## src/rtl/ial_pkg.sv

```systemverilog
// ============================================================================
// ial_pkg: shared types and constants for the insertable array list
// Operation and status codes, field widths, and the command and status
// bundles that pass between the controller and the datapath.
// ============================================================================
package ial_pkg;

   // Default sizes handed to the top-level parameters.
   localparam int DEPTH_DEFAULT     = 16;
   localparam int WORD_BITS_DEFAULT = 32;

   // Fixed field widths of the stream items.
   localparam int OP_BITS     = 3;
   localparam int POS_BITS    = 5;
   localparam int VALUE_BITS  = 32;
   localparam int COUNT_BITS  = 5;
   localparam int STATUS_BITS = 2;
   localparam int REQ_BITS    = 40;
   localparam int RSP_BITS    = 40;

   // Operation codes carried in the op field.
   typedef enum logic [OP_BITS-1:0] {
      OP_APPEND = 3'd0,
      OP_REMOVE = 3'd1,
      OP_INSERT = 3'd2,
      OP_READ   = 3'd3,
      OP_CLEAR  = 3'd4
   } ial_op_type;

   // Result status codes.
   typedef enum logic [STATUS_BITS-1:0] {
      ST_OK    = 2'd0,
      ST_RANGE = 2'd1,
      ST_FULL  = 2'd2
   } ial_status_type;

   // Commands from the controller to the datapath.
   typedef struct packed {
      logic           load_req;
      logic           append;
      logic           remove;
      logic           clear;
      logic           idx_load;
      logic           shift_rd;
      logic           shift_wr;
      logic           insert_wr;
      logic           read_pos;
      logic           set_rsp;
      logic           use_read;
      ial_status_type rsp_status;
   } ial_cmd_type;

   // Conditions reported by the datapath to the controller.
   typedef struct packed {
      ial_op_type op;
      logic       full;
      logic       count_zero;
      logic       pos_gt_count;
      logic       pos_ge_count;
      logic       idx_at_pos;
   } ial_stat_type;

endpackage

```

## src/rtl/ial_datapath.sv

```systemverilog
// ============================================================================
// ial_datapath: storage and arithmetic of the insertable array list
// Holds the latched request, the entry memory, the entry count, the shift
// index and the result register. Acts only on controller commands.
// ============================================================================
module ial_datapath #(
   parameter int DEPTH     = ial_pkg::DEPTH_DEFAULT,
   parameter int WORD_BITS = ial_pkg::WORD_BITS_DEFAULT
) (
   input  logic                            clock,
   input  logic                            reset,
   input  logic [ial_pkg::OP_BITS-1:0]     req_op,
   input  logic [ial_pkg::POS_BITS-1:0]    req_pos,
   input  logic [ial_pkg::VALUE_BITS-1:0]  req_value,
   input  ial_pkg::ial_cmd_type            cmd,
   output ial_pkg::ial_stat_type           stat,
   output logic [ial_pkg::VALUE_BITS-1:0]  rsp_value,
   output logic [ial_pkg::COUNT_BITS-1:0]  rsp_count,
   output logic [ial_pkg::STATUS_BITS-1:0] rsp_status
);
   import ial_pkg::*;

   localparam int AW   = (DEPTH > 1) ? $clog2(DEPTH) : 1;
   localparam int CW   = $clog2(DEPTH + 1);
   localparam int CMPW = (CW > POS_BITS) ? CW : POS_BITS;

   logic [OP_BITS-1:0]     op_ff;
   logic [POS_BITS-1:0]    pos_ff;
   logic [WORD_BITS-1:0]   word_ff;
   logic [CW-1:0]          count_ff, count_in;
   logic [CW-1:0]          idx_ff, idx_in;
   logic [WORD_BITS-1:0]   mem [DEPTH];
   logic [WORD_BITS-1:0]   mem_rdata_ff;
   logic [VALUE_BITS-1:0]  rsp_value_ff;
   logic [STATUS_BITS-1:0] rsp_status_ff;

   logic [CMPW-1:0]        pos_ext, count_ext;
   logic                   wr_en, rd_en;
   logic [AW-1:0]          wr_addr, rd_addr;
   logic [WORD_BITS-1:0]   wr_data;

   // Latch the accepted request; the word keeps its low bits only.
   always_ff @(posedge clock) begin
      if (cmd.load_req) begin
         op_ff   <= req_op;
         pos_ff  <= req_pos;
         word_ff <= WORD_BITS'(req_value);
      end
   end

   // Entry count update.
   always_comb begin
      count_in = count_ff;
      priority if (cmd.clear) begin
         count_in = '0;
      end else if (cmd.append || cmd.insert_wr) begin
         count_in = count_ff + CW'(1);
      end else if (cmd.remove && (count_ff != '0)) begin
         count_in = count_ff - CW'(1);
      end else begin
         count_in = count_ff;
      end
   end

   always_ff @(posedge clock) begin
      if (reset) begin
         count_ff <= '0;
      end else begin
         count_ff <= count_in;
      end
   end

   // Shift index walks down from the count to the insert position.
   always_comb begin
      idx_in = idx_ff;
      if (cmd.idx_load) begin
         idx_in = count_ff;
      end else if (cmd.shift_wr) begin
         idx_in = idx_ff - CW'(1);
      end
   end

   always_ff @(posedge clock) begin
      idx_ff <= idx_in;
   end

   // Position and count compared at a common width.
   assign pos_ext   = CMPW'(pos_ff);
   assign count_ext = CMPW'(count_ff);

   // Memory port selection.
   always_comb begin
      wr_en   = cmd.append || cmd.shift_wr || cmd.insert_wr;
      wr_addr = AW'(count_ff);
      wr_data = word_ff;
      if (cmd.shift_wr) begin
         wr_addr = AW'(idx_ff);
         wr_data = mem_rdata_ff;
      end else if (cmd.insert_wr) begin
         wr_addr = AW'(pos_ext);
      end
      rd_en   = cmd.shift_rd || cmd.read_pos;
      rd_addr = cmd.shift_rd ? AW'(idx_ff - CW'(1)) : AW'(pos_ext);
   end

   // Entry memory: one write and one registered read per cycle.
   always_ff @(posedge clock) begin
      if (wr_en) begin
         mem[wr_addr] <= wr_data;
      end
   end

   always_ff @(posedge clock) begin
      if (rd_en) begin
         mem_rdata_ff <= mem[rd_addr];
      end
   end

   // Result register.
   always_ff @(posedge clock) begin
      if (cmd.set_rsp) begin
         rsp_value_ff  <= cmd.use_read ? VALUE_BITS'(mem_rdata_ff) : '0;
         rsp_status_ff <= cmd.rsp_status;
      end
   end

   // Conditions for the controller.
   always_comb begin
      stat.op           = ial_op_type'(op_ff);
      stat.full         = (count_ff == CW'(DEPTH));
      stat.count_zero   = (count_ff == '0);
      stat.pos_gt_count = (pos_ext > count_ext);
      stat.pos_ge_count = (pos_ext >= count_ext);
      stat.idx_at_pos   = (CMPW'(idx_ff) == pos_ext);
   end

   assign rsp_value  = rsp_value_ff;
   assign rsp_count  = COUNT_BITS'(count_ff);
   assign rsp_status = rsp_status_ff;

endmodule

```

## src/rtl/ial_controller.sv

```systemverilog
// ============================================================================
// ial_controller: sequencing state machine of the insertable array list
// Accepts one item, decodes the operation, steps the datapath through the
// shift loop or the memory read, and holds the result until it is taken.
// ============================================================================
module ial_controller (
   input  logic                  clock,
   input  logic                  reset,
   input  logic                  req_valid,
   output logic                  req_ready,
   output logic                  rsp_valid,
   input  logic                  rsp_ready,
   input  ial_pkg::ial_stat_type stat,
   output ial_pkg::ial_cmd_type  cmd
);
   import ial_pkg::*;

   typedef enum logic [5:0] {
      S_IDLE     = 6'b000001,
      S_EXEC     = 6'b000010,
      S_SHIFT_RD = 6'b000100,
      S_SHIFT_WR = 6'b001000,
      S_READ     = 6'b010000,
      S_RESP     = 6'b100000
   } state_type;

   state_type state_ff, state_in;

   // Next state and datapath commands.
   always_comb begin
      state_in = state_ff;
      cmd      = '0;
      unique case (state_ff)
         S_IDLE: begin
            if (req_valid) begin
               cmd.load_req = 1'b1;
               state_in     = S_EXEC;
            end
         end
         S_EXEC: begin
            cmd.set_rsp    = 1'b1;
            cmd.rsp_status = ST_OK;
            state_in       = S_RESP;
            unique case (stat.op)
               OP_APPEND: begin
                  if (stat.full) begin
                     cmd.rsp_status = ST_FULL;
                  end else begin
                     cmd.append = 1'b1;
                  end
               end
               OP_REMOVE: begin
                  cmd.remove = !stat.count_zero;
               end
               OP_INSERT: begin
                  // Range is checked before fullness.
                  if (stat.pos_gt_count) begin
                     cmd.rsp_status = ST_RANGE;
                  end else if (stat.full) begin
                     cmd.rsp_status = ST_FULL;
                  end else begin
                     cmd.set_rsp  = 1'b0;
                     cmd.idx_load = 1'b1;
                     state_in     = S_SHIFT_RD;
                  end
               end
               OP_READ: begin
                  if (stat.pos_ge_count) begin
                     cmd.rsp_status = ST_RANGE;
                  end else begin
                     cmd.set_rsp  = 1'b0;
                     cmd.read_pos = 1'b1;
                     state_in     = S_READ;
                  end
               end
               OP_CLEAR: begin
                  cmd.clear = 1'b1;
               end
               default: begin
                  cmd.rsp_status = ST_OK;
               end
            endcase
         end
         S_SHIFT_RD: begin
            // Once the hole reaches the position, drop the new word in.
            if (stat.idx_at_pos) begin
               cmd.insert_wr  = 1'b1;
               cmd.set_rsp    = 1'b1;
               cmd.rsp_status = ST_OK;
               state_in       = S_RESP;
            end else begin
               cmd.shift_rd = 1'b1;
               state_in     = S_SHIFT_WR;
            end
         end
         S_SHIFT_WR: begin
            cmd.shift_wr = 1'b1;
            state_in     = S_SHIFT_RD;
         end
         S_READ: begin
            cmd.set_rsp    = 1'b1;
            cmd.use_read   = 1'b1;
            cmd.rsp_status = ST_OK;
            state_in       = S_RESP;
         end
         S_RESP: begin
            if (rsp_ready) begin
               state_in = S_IDLE;
            end
         end
         default: begin
            state_in = S_IDLE;
         end
      endcase
   end

   always_ff @(posedge clock) begin
      if (reset) begin
         state_ff <= S_IDLE;
      end else begin
         state_ff <= state_in;
      end
   end

   assign req_ready = (state_ff == S_IDLE);
   assign rsp_valid = (state_ff == S_RESP);

endmodule

```

## src/rtl/insertable_array_list.sv

```systemverilog
// ============================================================================
// insertable_array_list: fixed-depth ordered list of words
// Stream-in operations (append, remove last, insert, read, clear), one
// result item per operation with the word read, the count and a status.
// ============================================================================
// The block works on one item at a time. Append, remove, clear, unknown
// operations and any rejected operation pass from acceptance through the
// execute state to the result; a read adds a registered memory read. An
// insert moves each entry above the position up through the entry memory,
// whose read is registered, with one read step and one write step per entry.
// No clearing pass follows reset; entries are only read after they were
// written.
module insertable_array_list #(
   parameter int DEPTH     = ial_pkg::DEPTH_DEFAULT,
   parameter int WORD_BITS = ial_pkg::WORD_BITS_DEFAULT
) (
   input  logic                         clock,
   input  logic                         reset,
   // req_tdata fields from bit 0: op[3], position[5], value[32]
   input  logic                         req_tvalid,
   output logic                         req_tready,
   input  logic [ial_pkg::REQ_BITS-1:0] req_tdata,
   // rsp_tdata fields from bit 0: read_value[32], count[5], status[2], zero pad[1]
   output logic                         rsp_tvalid,
   input  logic                         rsp_tready,
   output logic [ial_pkg::RSP_BITS-1:0] rsp_tdata
);
   import ial_pkg::*;

   ial_cmd_type              cmd;
   ial_stat_type             stat;
   logic [VALUE_BITS-1:0]    rsp_value;
   logic [COUNT_BITS-1:0]    rsp_count;
   logic [STATUS_BITS-1:0]   rsp_status;

   // Sequencing.
   ial_controller u_ctrl (
      .clock     (clock),
      .reset     (reset),
      .req_valid (req_tvalid),
      .req_ready (req_tready),
      .rsp_valid (rsp_tvalid),
      .rsp_ready (rsp_tready),
      .stat      (stat),
      .cmd       (cmd)
   );

   // Storage and result.
   ial_datapath #(
      .DEPTH     (DEPTH),
      .WORD_BITS (WORD_BITS)
   ) u_dp (
      .clock      (clock),
      .reset      (reset),
      .req_op     (req_tdata[OP_BITS-1:0]),
      .req_pos    (req_tdata[OP_BITS+POS_BITS-1:OP_BITS]),
      .req_value  (req_tdata[OP_BITS+POS_BITS+VALUE_BITS-1:OP_BITS+POS_BITS]),
      .cmd        (cmd),
      .stat       (stat),
      .rsp_value  (rsp_value),
      .rsp_count  (rsp_count),
      .rsp_status (rsp_status)
   );

   // Pack the result item.
   assign rsp_tdata = {1'b0, rsp_status, rsp_count, rsp_value};

endmodule
```

## config.mk

```make
export PLATFORM = sky130hd
export DESIGN_NAME = insertable_array_list
export DESIGN_NICKNAME = d
export VERILOG_FILES = /design/src/rtl/ial_pkg.sv /design/src/rtl/ial_datapath.sv /design/src/rtl/ial_controller.sv /design/src/rtl/insertable_array_list.sv
export SDC_FILE = /design/constraint.sdc
export NUM_CORES = 1
export LEC_CHECK = 0
export CORE_MARGIN = 8
export CORE_UTILIZATION = 63
export CTS_BUF_LIST = sky130_fd_sc_hd__clkbuf_16
export DETAILED_ROUTE_END_ITERATION = 12
export DONT_BUFFER_PORTS = 1
export MAX_ROUTING_LAYER = met4
export PLACE_DENSITY = 0.82
export SYNTH_ARGS = -nofsm -noshare
export SYNTH_HDL_FRONTEND = slang
export SYNTH_SLANG_ARGS = --single-unit
```

## constraint.sdc

```tcl
create_clock -name clock -period 4.3 [get_ports clock]
set_clock_uncertainty 0.05 [all_clocks]
set_input_delay 0.86 -clock clock [delete_from_list [all_inputs] [get_ports clock]]
set_output_delay 0.86 -clock clock [all_outputs]
set_load 0.03 [all_outputs]
```

==> results.toml, run 1 <==
[grt]
overflow = 0
grt_start_max_net_pins = 65
grt_use_total_pct = 25.37
grt_pass1_vias = 14210
grt_pass1_wl_um = 87250
grt_antenna_before_repair = 0

[synthesis]
synth_compound_area_share_pct = 7.400
synth_nets = 1559
synth_area_mm2 = 0.02521
netlist_instances = 1505
ys.flop_type = "edfxtp_1"
avgSynthCellArea_um2 = 16.75
synth_fa_ha_area_share_pct = 0.5261
synthArstFlopShare_pct = 0
synth_cell_type_count = 63
yosys_warnings = 0
yosys.area_share.simple_pct = 5.439
ys_seq_area_share_pct = 75.08
ys_ff_latch = 634
synth_edf_count = 623
synthMuxAreaShare_pct = 9.013
synth_xor_area_share_pct = 0.6154
synth_top_family_by_area = "multiplexers"

[cts]
cts_tree = "done"
root_buffer = "clkbuf_16"
cts_made_buffers = 60
cts_setup_buffers = 0
cts_resized = 0
h-tree-depth = 2
cts.path.max_buffers = 3
cts_hold_buf = 0
clkTransAtPathRegs_ns = 0.07
clk_latency_ns = 0.62
numClockSinks = 634

[sta]
grt_setup_unrepaired = "no"
drv_slew = 0
setup_viol = 0
slew_headroom_pct = 9.943
max_freq_mhz = 251.0
period_minus_slack_ns = 3.984
hold_viol_final = 0
layout_worst_path_cycle_share_pct = 92.64
worstMarginPinSlew_ns = 1.344
setup_tns_ns = 0

[place]
port_buffers = 0
place_hpwl_um = 32400
place_congestion = 0.8469

[power_and_ir_drop]
ir_drop_mv = 0.2965
finalPower_mw = 12.38
p_per_area_mw_per_mm2 = 441.1
power.leakage_nw = 10.11

[worst_setup_path]
crit_path_frequent_cell = "a211oi_1"
crit_path_end_kind = "flop"
r2r_start = "u_dp.idx_ff[3]"
crit_chain = "xnor2_4 > nand4_4 > o211ai_4 > o21ai_4 > buf_12 > a211oi_1 > a211oi_1 > or4_1"
crit_required_ns = 4.60
crit_type = "reg2reg"
arrival_ns = 4.28
worstReg2RegEnd = "u_dp.mem_rdata_ff[20]"
cpPeakStageDelay_ns = 1.08
setup.worst_path.start = "u_dp.idx_ff[3]"
start_kind = "flop"
reg2reg_depth = 8
slowest_stage = "o211ai_4"
r2r_slack_ns = 0.32
crit_fanout = 64

[finish]
drive_gt1_share_pct = 12.12
fin_nets = 1593
nFillCells = 2325
syn2layout_area_growth_pct = 11.28
diodes = 0

[hold_path]
hp-start = "reset"
holdPathEnd = "u_ctrl.state_ff[5]"
hold_class = "in2reg"
hold_depth = 1

[run]
cap_violations = 0

[floorplanning]
core_mm2 = 0.03964
num_rows = 73
pin_count = 86
dieWidth_um = 216.0
fp.dieArea_mm2 = 0.04667
start_util_pct = 63.60
die_h_um = 216.0

[detailed_routing]
drt-total-wl_um = 58350
route.vias.total = 14120
detail_route.iter0.violations = 1745
remaining_drc_errors = 0
avgRoutedWirePerCell_um = 27.67
avgViaCountPerCell = 6.697
drtAntennaViolNets = 0
dr.pass1.iters = 5

[run_status]
status = "completed"
worst max-delay path, delay by kind of cell (launching register included):
family | cells | cell delay, ns
xor+xnor | 1 | 0.25
simple gates | 2 | 0.79
flops | 1 | 0.60
buf+inv | 1 | 0.30
compound gates | 4 | 1.65
per-layer routing:
layer	global-route usage (%)	vias to the layer above	share of wire (%)
li1	-	6019	-
met1	32.67	7071	38
met2	40.10	871	49
met3	5.049	162	10
met4	9.333	0	3.2
met5	-	-	0
per-stage QoR:
step,cells,area (um^2),utilization (%),worst slack (ns),hold slack (ns)
after CTS,2109,28050,70.77,0.3650,0.2300
after floorplan,1505,25210,-,0.4251,0.4552
after detailed placement,2002,26240,66.18,0.4131,0.4889
after global placement,2002,26240,66.18,0.5033,0.4714
after global routing,2109,28050,70.77,0.1314,0.2300
final,2109,28050,70.77,0.3164,0.2538
area by class of cell:
class,count,area (um^2),share of cell area (%)
multi-input cells,770,6008,21.42
well taps,525,656.9,2.341
clock buffers,61,1526,5.441
repair buffers,58,585.6,2.087
clock inverters,46,292.8,1.044
inverters,15,56.30,0.2007
flip-flops and latches,634,18930,67.47
synth_stat cells, types with 2 or more instances:
cell type | number | area (um^2)
buf_1 | 3 | 11.26
buf_6 | 4 | 45.04
or4_1 | 33 | 247.7
a211oi_2 | 10 | 125.1
xor2_1 | 2 | 17.52
clkbuf_1 | 35 | 131.4
and2_1 | 33 | 206.5
or2_2 | 2 | 12.51
o211a_1 | 32 | 320.3
o21ai_0 | 6 | 30.03
xnor2_1 | 7 | 61.31
xnor2_2 | 2 | 32.53
buf_4 | 7 | 52.55
dfxtp_1 | 11 | 220.2
ha_1 | 9 | 112.6
a2bb2oi_1 | 2 | 17.52
o21ai_1 | 2 | 10.01
a21o_1 | 4 | 30.03
a41oi_2 | 2 | 32.53
nor3b_1 | 2 | 15.01
a21oi_1 | 18 | 90.09
edfxtp_1 | 623 | 18710
nand3_1 | 6 | 30.03
nand4_1 | 3 | 18.77
inv_1 | 14 | 52.55
nor3_1 | 6 | 30.03
a211oi_1 | 55 | 412.9
a31o_2 | 2 | 17.52
mux2i_1 | 227 | 2272
nand4b_1 | 2 | 17.52
nand2_1 | 117 | 439.2
o22ai_1 | 96 | 600.6
and3_1 | 3 | 18.77
nor2b_1 | 9 | 56.30
o31a_1 | 2 | 17.52
a31oi_1 | 4 | 25.02
nor2_1 | 44 | 165.2
a31oi_2 | 3 | 37.54
and4b_1 | 3 | 30.03
buf_2 | 37 | 185.2
layout by cell type (no fill, tap or decap), drive strengths merged, types with 3 or more instances in the layout:
| cell type | n |
|---|---|
| a211oi | 65 |
| a21o | 4 |
| a21oi | 18 |
| a31oi | 7 |
| and2 | 33 |
| and3 | 3 |
| and4b | 3 |
| buf | 58 |
| bufinv | 3 |
| clkbuf | 61 |
| clkinv | 29 |
| dfxtp | 11 |
| edfxtp | 623 |
| ha | 9 |
| inv | 28 |
| mux2i | 227 |
| nand2 | 117 |
| nand3 | 6 |
| nand4 | 4 |
| nor2 | 45 |
| nor2b | 9 |
| nor3 | 6 |
| nor3b | 3 |
| o211a | 32 |
| o21ai | 9 |
| o22ai | 96 |
| or4 | 33 |
| xnor2 | 10 |
| xor2 | 3 |
registers in the layout, indices dropped and copies added, names as in the netlist, 3 cells and up:
| name | count |
|---|---|
| u_ctrl.state_ff | 6 |
| u_dp.idx_ff | 5 |
| u_dp.mem | 512 |
| u_dp.mem_rdata_ff | 32 |
| u_dp.op_ff | 3 |
| u_dp.pos_ext | 5 |
| u_dp.rsp_count | 5 |
| u_dp.rsp_value | 32 |
| u_dp.word_ff | 32 |
how the worst max path moves through the flow:
stage	to	slack, ns
detailed placement	u_dp.mem[5][19]	0.41
global placement	u_dp.mem[5][19]	0.50
global route	u_dp.mem[5][7]	0.13
finish	u_dp.mem_rdata_ff[20]	0.32
floorplan	u_dp.mem[0][0]	0.43
CTS	u_dp.mem_rdata_ff[20]	0.37
cell families after synthesis:
group	count (synthesis)
DFF	634
and+or+nand+nor	271
AOI/OAI and AO/OA	248
muxes	227
buffers and inverters	101
xor gates and xnor gates	13
adders and majority gates	10
other	1
where the power goes:
part           switching (mW)  internal [mW]  leakage (nW)
clock                    2.19           2.73         0.949
sequential             0.0256           6.85          5.77
combinational           0.375          0.202          3.39
No activity file was read; power rests on OpenSTA's default activity.
==> inputs of run 2 (changes only) <==
Settings changed: CORE_ASPECT_RATIO set to 0.8, SYNTH_HIERARCHICAL set to 1.
==> run 2 against run 1 <==
  * First-iteration DRC count shrank 2.1%
  * Sequential power grew 1%
  * Flip-flop and latch count is the same
  * Total power up 4.7%
  * Design area fell by 2.0%
  * Maximum frequency increased by 5.1%
  * Synthesized area decreased by 3.0%
  * Largest cell class unchanged
  * Largest power group unchanged
  * Highest routed layer unchanged
==> results.toml, run 2 <==
[run_status]
status = "completed"

[floorplanning]
start_util_pct = 63.92
die_h_um = 192.3
fp.dieArea_mm2 = 0.04543
pin_count = 86
core_mm2 = 0.03828
num_rows = 64
dieWidth_um = 236.3

[place]
place_congestion = 0.8085
place_hpwl_um = 29280
dp_cells = 1641
port_buffers = 0

[run]
cap_violations = 0

[grt]
grt_use_total_pct = 25.37
overflow = 0
grt_antenna_before_repair = 0
grt_start_max_net_pins = 95
grt_pass1_vias = 12320
grt_pass1_wl_um = 81640

[synthesis]
yosys_warnings = 6
synth_top_family_by_area = "multiplexers"
synth_fa_ha_area_share_pct = 0.4091
yosys-top-cells-area = "edfxtp_1 (76%), mux4_2 (12%), a22oi_1 (2.0%)"
synth_cell_type_count = 58
ys.flop_type = "edfxtp_1"
synthArstFlopShare_pct = 0
synthMuxAreaShare_pct = 13.72
yosys.area_share.simple_pct = 3.600
synth_nets = 1210
ys_top_cells_by_count = "edfxtp_1 (623), mux4_2 (128), a22oi_1 (64), nand2_1 (46), and2_1 (35)"
synth_area_mm2 = 0.02446
ys_ff_latch = 634
synth_compound_area_share_pct = 3.099
synthMostInstantiatedCell = "edfxtp_1"
synth_edf_count = 623
yosysTopAreaCellShare_pct = 76.47
yosysTopAreaCell = "edfxtp_1"
avgSynthCellArea_um2 = 21.13
synth_xor_area_share_pct = 0.4296
ys_seq_area_share_pct = 77.37
netlist_instances = 1158

[worst_setup_path]
start_kind = "flop"
crit_fanout = 20
reg2reg_depth = 10
crit_required_ns = 4.59
crit_path_end_kind = "flop"
arrival_ns = 4.09
worstReg2RegEnd = "u_dp/mem_rdata_ff[5]"
crit_type = "reg2reg"
setup.worst_path.start = "u_ctrl/state_ff[4]"
r2r_start = "u_ctrl/state_ff[4]"
r2r_slack_ns = 0.51

[cts]
clk_latency_ns = 0.60
cts_made_buffers = 57
cts_resized = 0
root_buffer = "clkbuf_16"
numClockSinks = 634
clkTransAtPathRegs_ns = 0.07
cts_hold_buf = 0
cts_tree = "done"
cts.path.max_buffers = 3
cts_setup_buffers = 0
h-tree-depth = 2

[sta]
worstMarginPinSlew_ns = 1.269
max_freq_mhz = 263.7
drv_slew = 0
hold_viol_final = 0
setup_tns_ns = 0
grt_setup_unrepaired = "no"
period_minus_slack_ns = 3.792
setup_viol = 0
slew_headroom_pct = 15.22
layout_worst_path_cycle_share_pct = 88.18

[finish]
layout.cells.non_filler = 1747
regMostFlops = "u_dp/mem"
syn2layout_area_growth_pct = 12.35
diodes = 0
fin_nets = 1257
nFillCells = 2127
final_cell_mix = "edfxtp_1 (623), mux4_2 (128), a22oi_1 (64)"
final_common_cell = "edfxtp_1"
drive_gt1_share_pct = 26.52
largest_register_ffs = 512

[detailed_routing]
avgRoutedWirePerCell_um = 31.80
avgViaCountPerCell = 6.866
route.vias.total = 12000
remaining_drc_errors = 0
drt-total-wl_um = 55550
drtAntennaViolNets = 0
detail_route.iter0.violations = 1708
dr.pass1.iters = 5

[hold_path]
hp-start = "reset"
hold_depth = 1
hold_class = "in2reg"
holdPathEnd = "u_dp/rsp_count[4]"

[power_and_ir_drop]
clockPowerShare_pct = 40.9
p_switching_mw = 2.720
switching_share_pct = 20.99
power.leakage_nw = 8.644
sequentialPowerShare_pct = 53.7
p_per_area_mw_per_mm2 = 471.4
combPwrFrac_pct = 5.4
ir_drop_mv = 0.3827
internal-power_mw = 10.24
[run 2: layout make-up]
| cell class | instances | area (um^2) | area share [%] |
|---|---|---|---|
| multi-input cells | 457 | 5371 | 19.54 |
| clock inverters | 48 | 510.5 | 1.857 |
| clock buffers | 58 | 1451 | 5.280 |
| inverters | 12 | 45.04 | 0.1639 |
| flip-flops and latches | 634 | 18930 | 68.86 |
| well taps | 495 | 619.3 | 2.253 |
| repair buffers | 43 | 560.5 | 2.039 |
[run 2: how the worst max path moves through the flow]
stage	to	slack, ns	cells after the start
4_1_cts	u_dp/mem_rdata_ff[5]	0.49	9
6_report	u_dp/mem_rdata_ff[5]	0.51	10
2_1_floorplan	u_dp/mem[11][0]	0.37	7
5_1_grt	u_dp/mem_rdata_ff[5]	0.28	9
3_5_place_dp	u_dp/mem_rdata_ff[5]	0.58	10
3_3_place_gp	u_dp/mem_rdata_ff[5]	0.60	9
[run 2: kinds of logic after synthesis]
family / Yosys count
flip-flops: 634
multiplexers: 171
AND/OR/NAND/NOR: 160
AO/OA/AOI/OAI: 105
buffers and inverters: 67
XOR/XNOR: 12
adder cells (fa/ha/maj): 8
other: 1
[run 2: power groups by stage]
stage / sequential, mW / clock [mW] / combinational, mW
final: 6.96 / 5.30 / 0.700
after global routing: 6.96 / 5.58 / 0.750
after CTS: 6.96 / 5.36 / 0.700
after detailed placement: 7.09 / 0 / 0.688
after global placement: 7.09 / 0 / 0.664
after floorplan: 7.08 / 0 / 0.508
[run 2: worst max-delay path, stage by stage, from the launching register on]
cell     delay (ns)
dfxtp_1        0.37
or4_4          0.60
nor2_1         0.18
nand2_1        0.10
nor2_1         0.27
nand2_1        0.14
o21ai_4        0.33
buf_4          0.51
mux4_2         0.57
a22oi_1        0.30
nand2_1        0.10
[run 2: metal layers]
metal / track usage, % / up-vias / routed length (um)
met5: - / - / 0
met4: 8.045 / 0 / 1691
met3: 5.523 / 119 / 5875
met2: 40.45 / 776 / 27130
met1: 33.09 / 6224 / 20860
li1: - / 4876 / -
[run 2: stage by stage]
stage               hold slack [ns]  setup WS (ns)  power, mW  utilization (%)  area (um^2)
floorplan                    0.4680         0.3652      7.584                -        24460
global placement             0.4722         0.6045      7.755            66.68        25520
detailed placement           0.4902         0.5766      7.781            66.68        25520
CTS                          0.2509         0.4949      13.02            71.81        27490
global route                 0.2629         0.2806      13.29            71.81        27490
finish                       0.2797         0.5083      12.96            71.81        27490
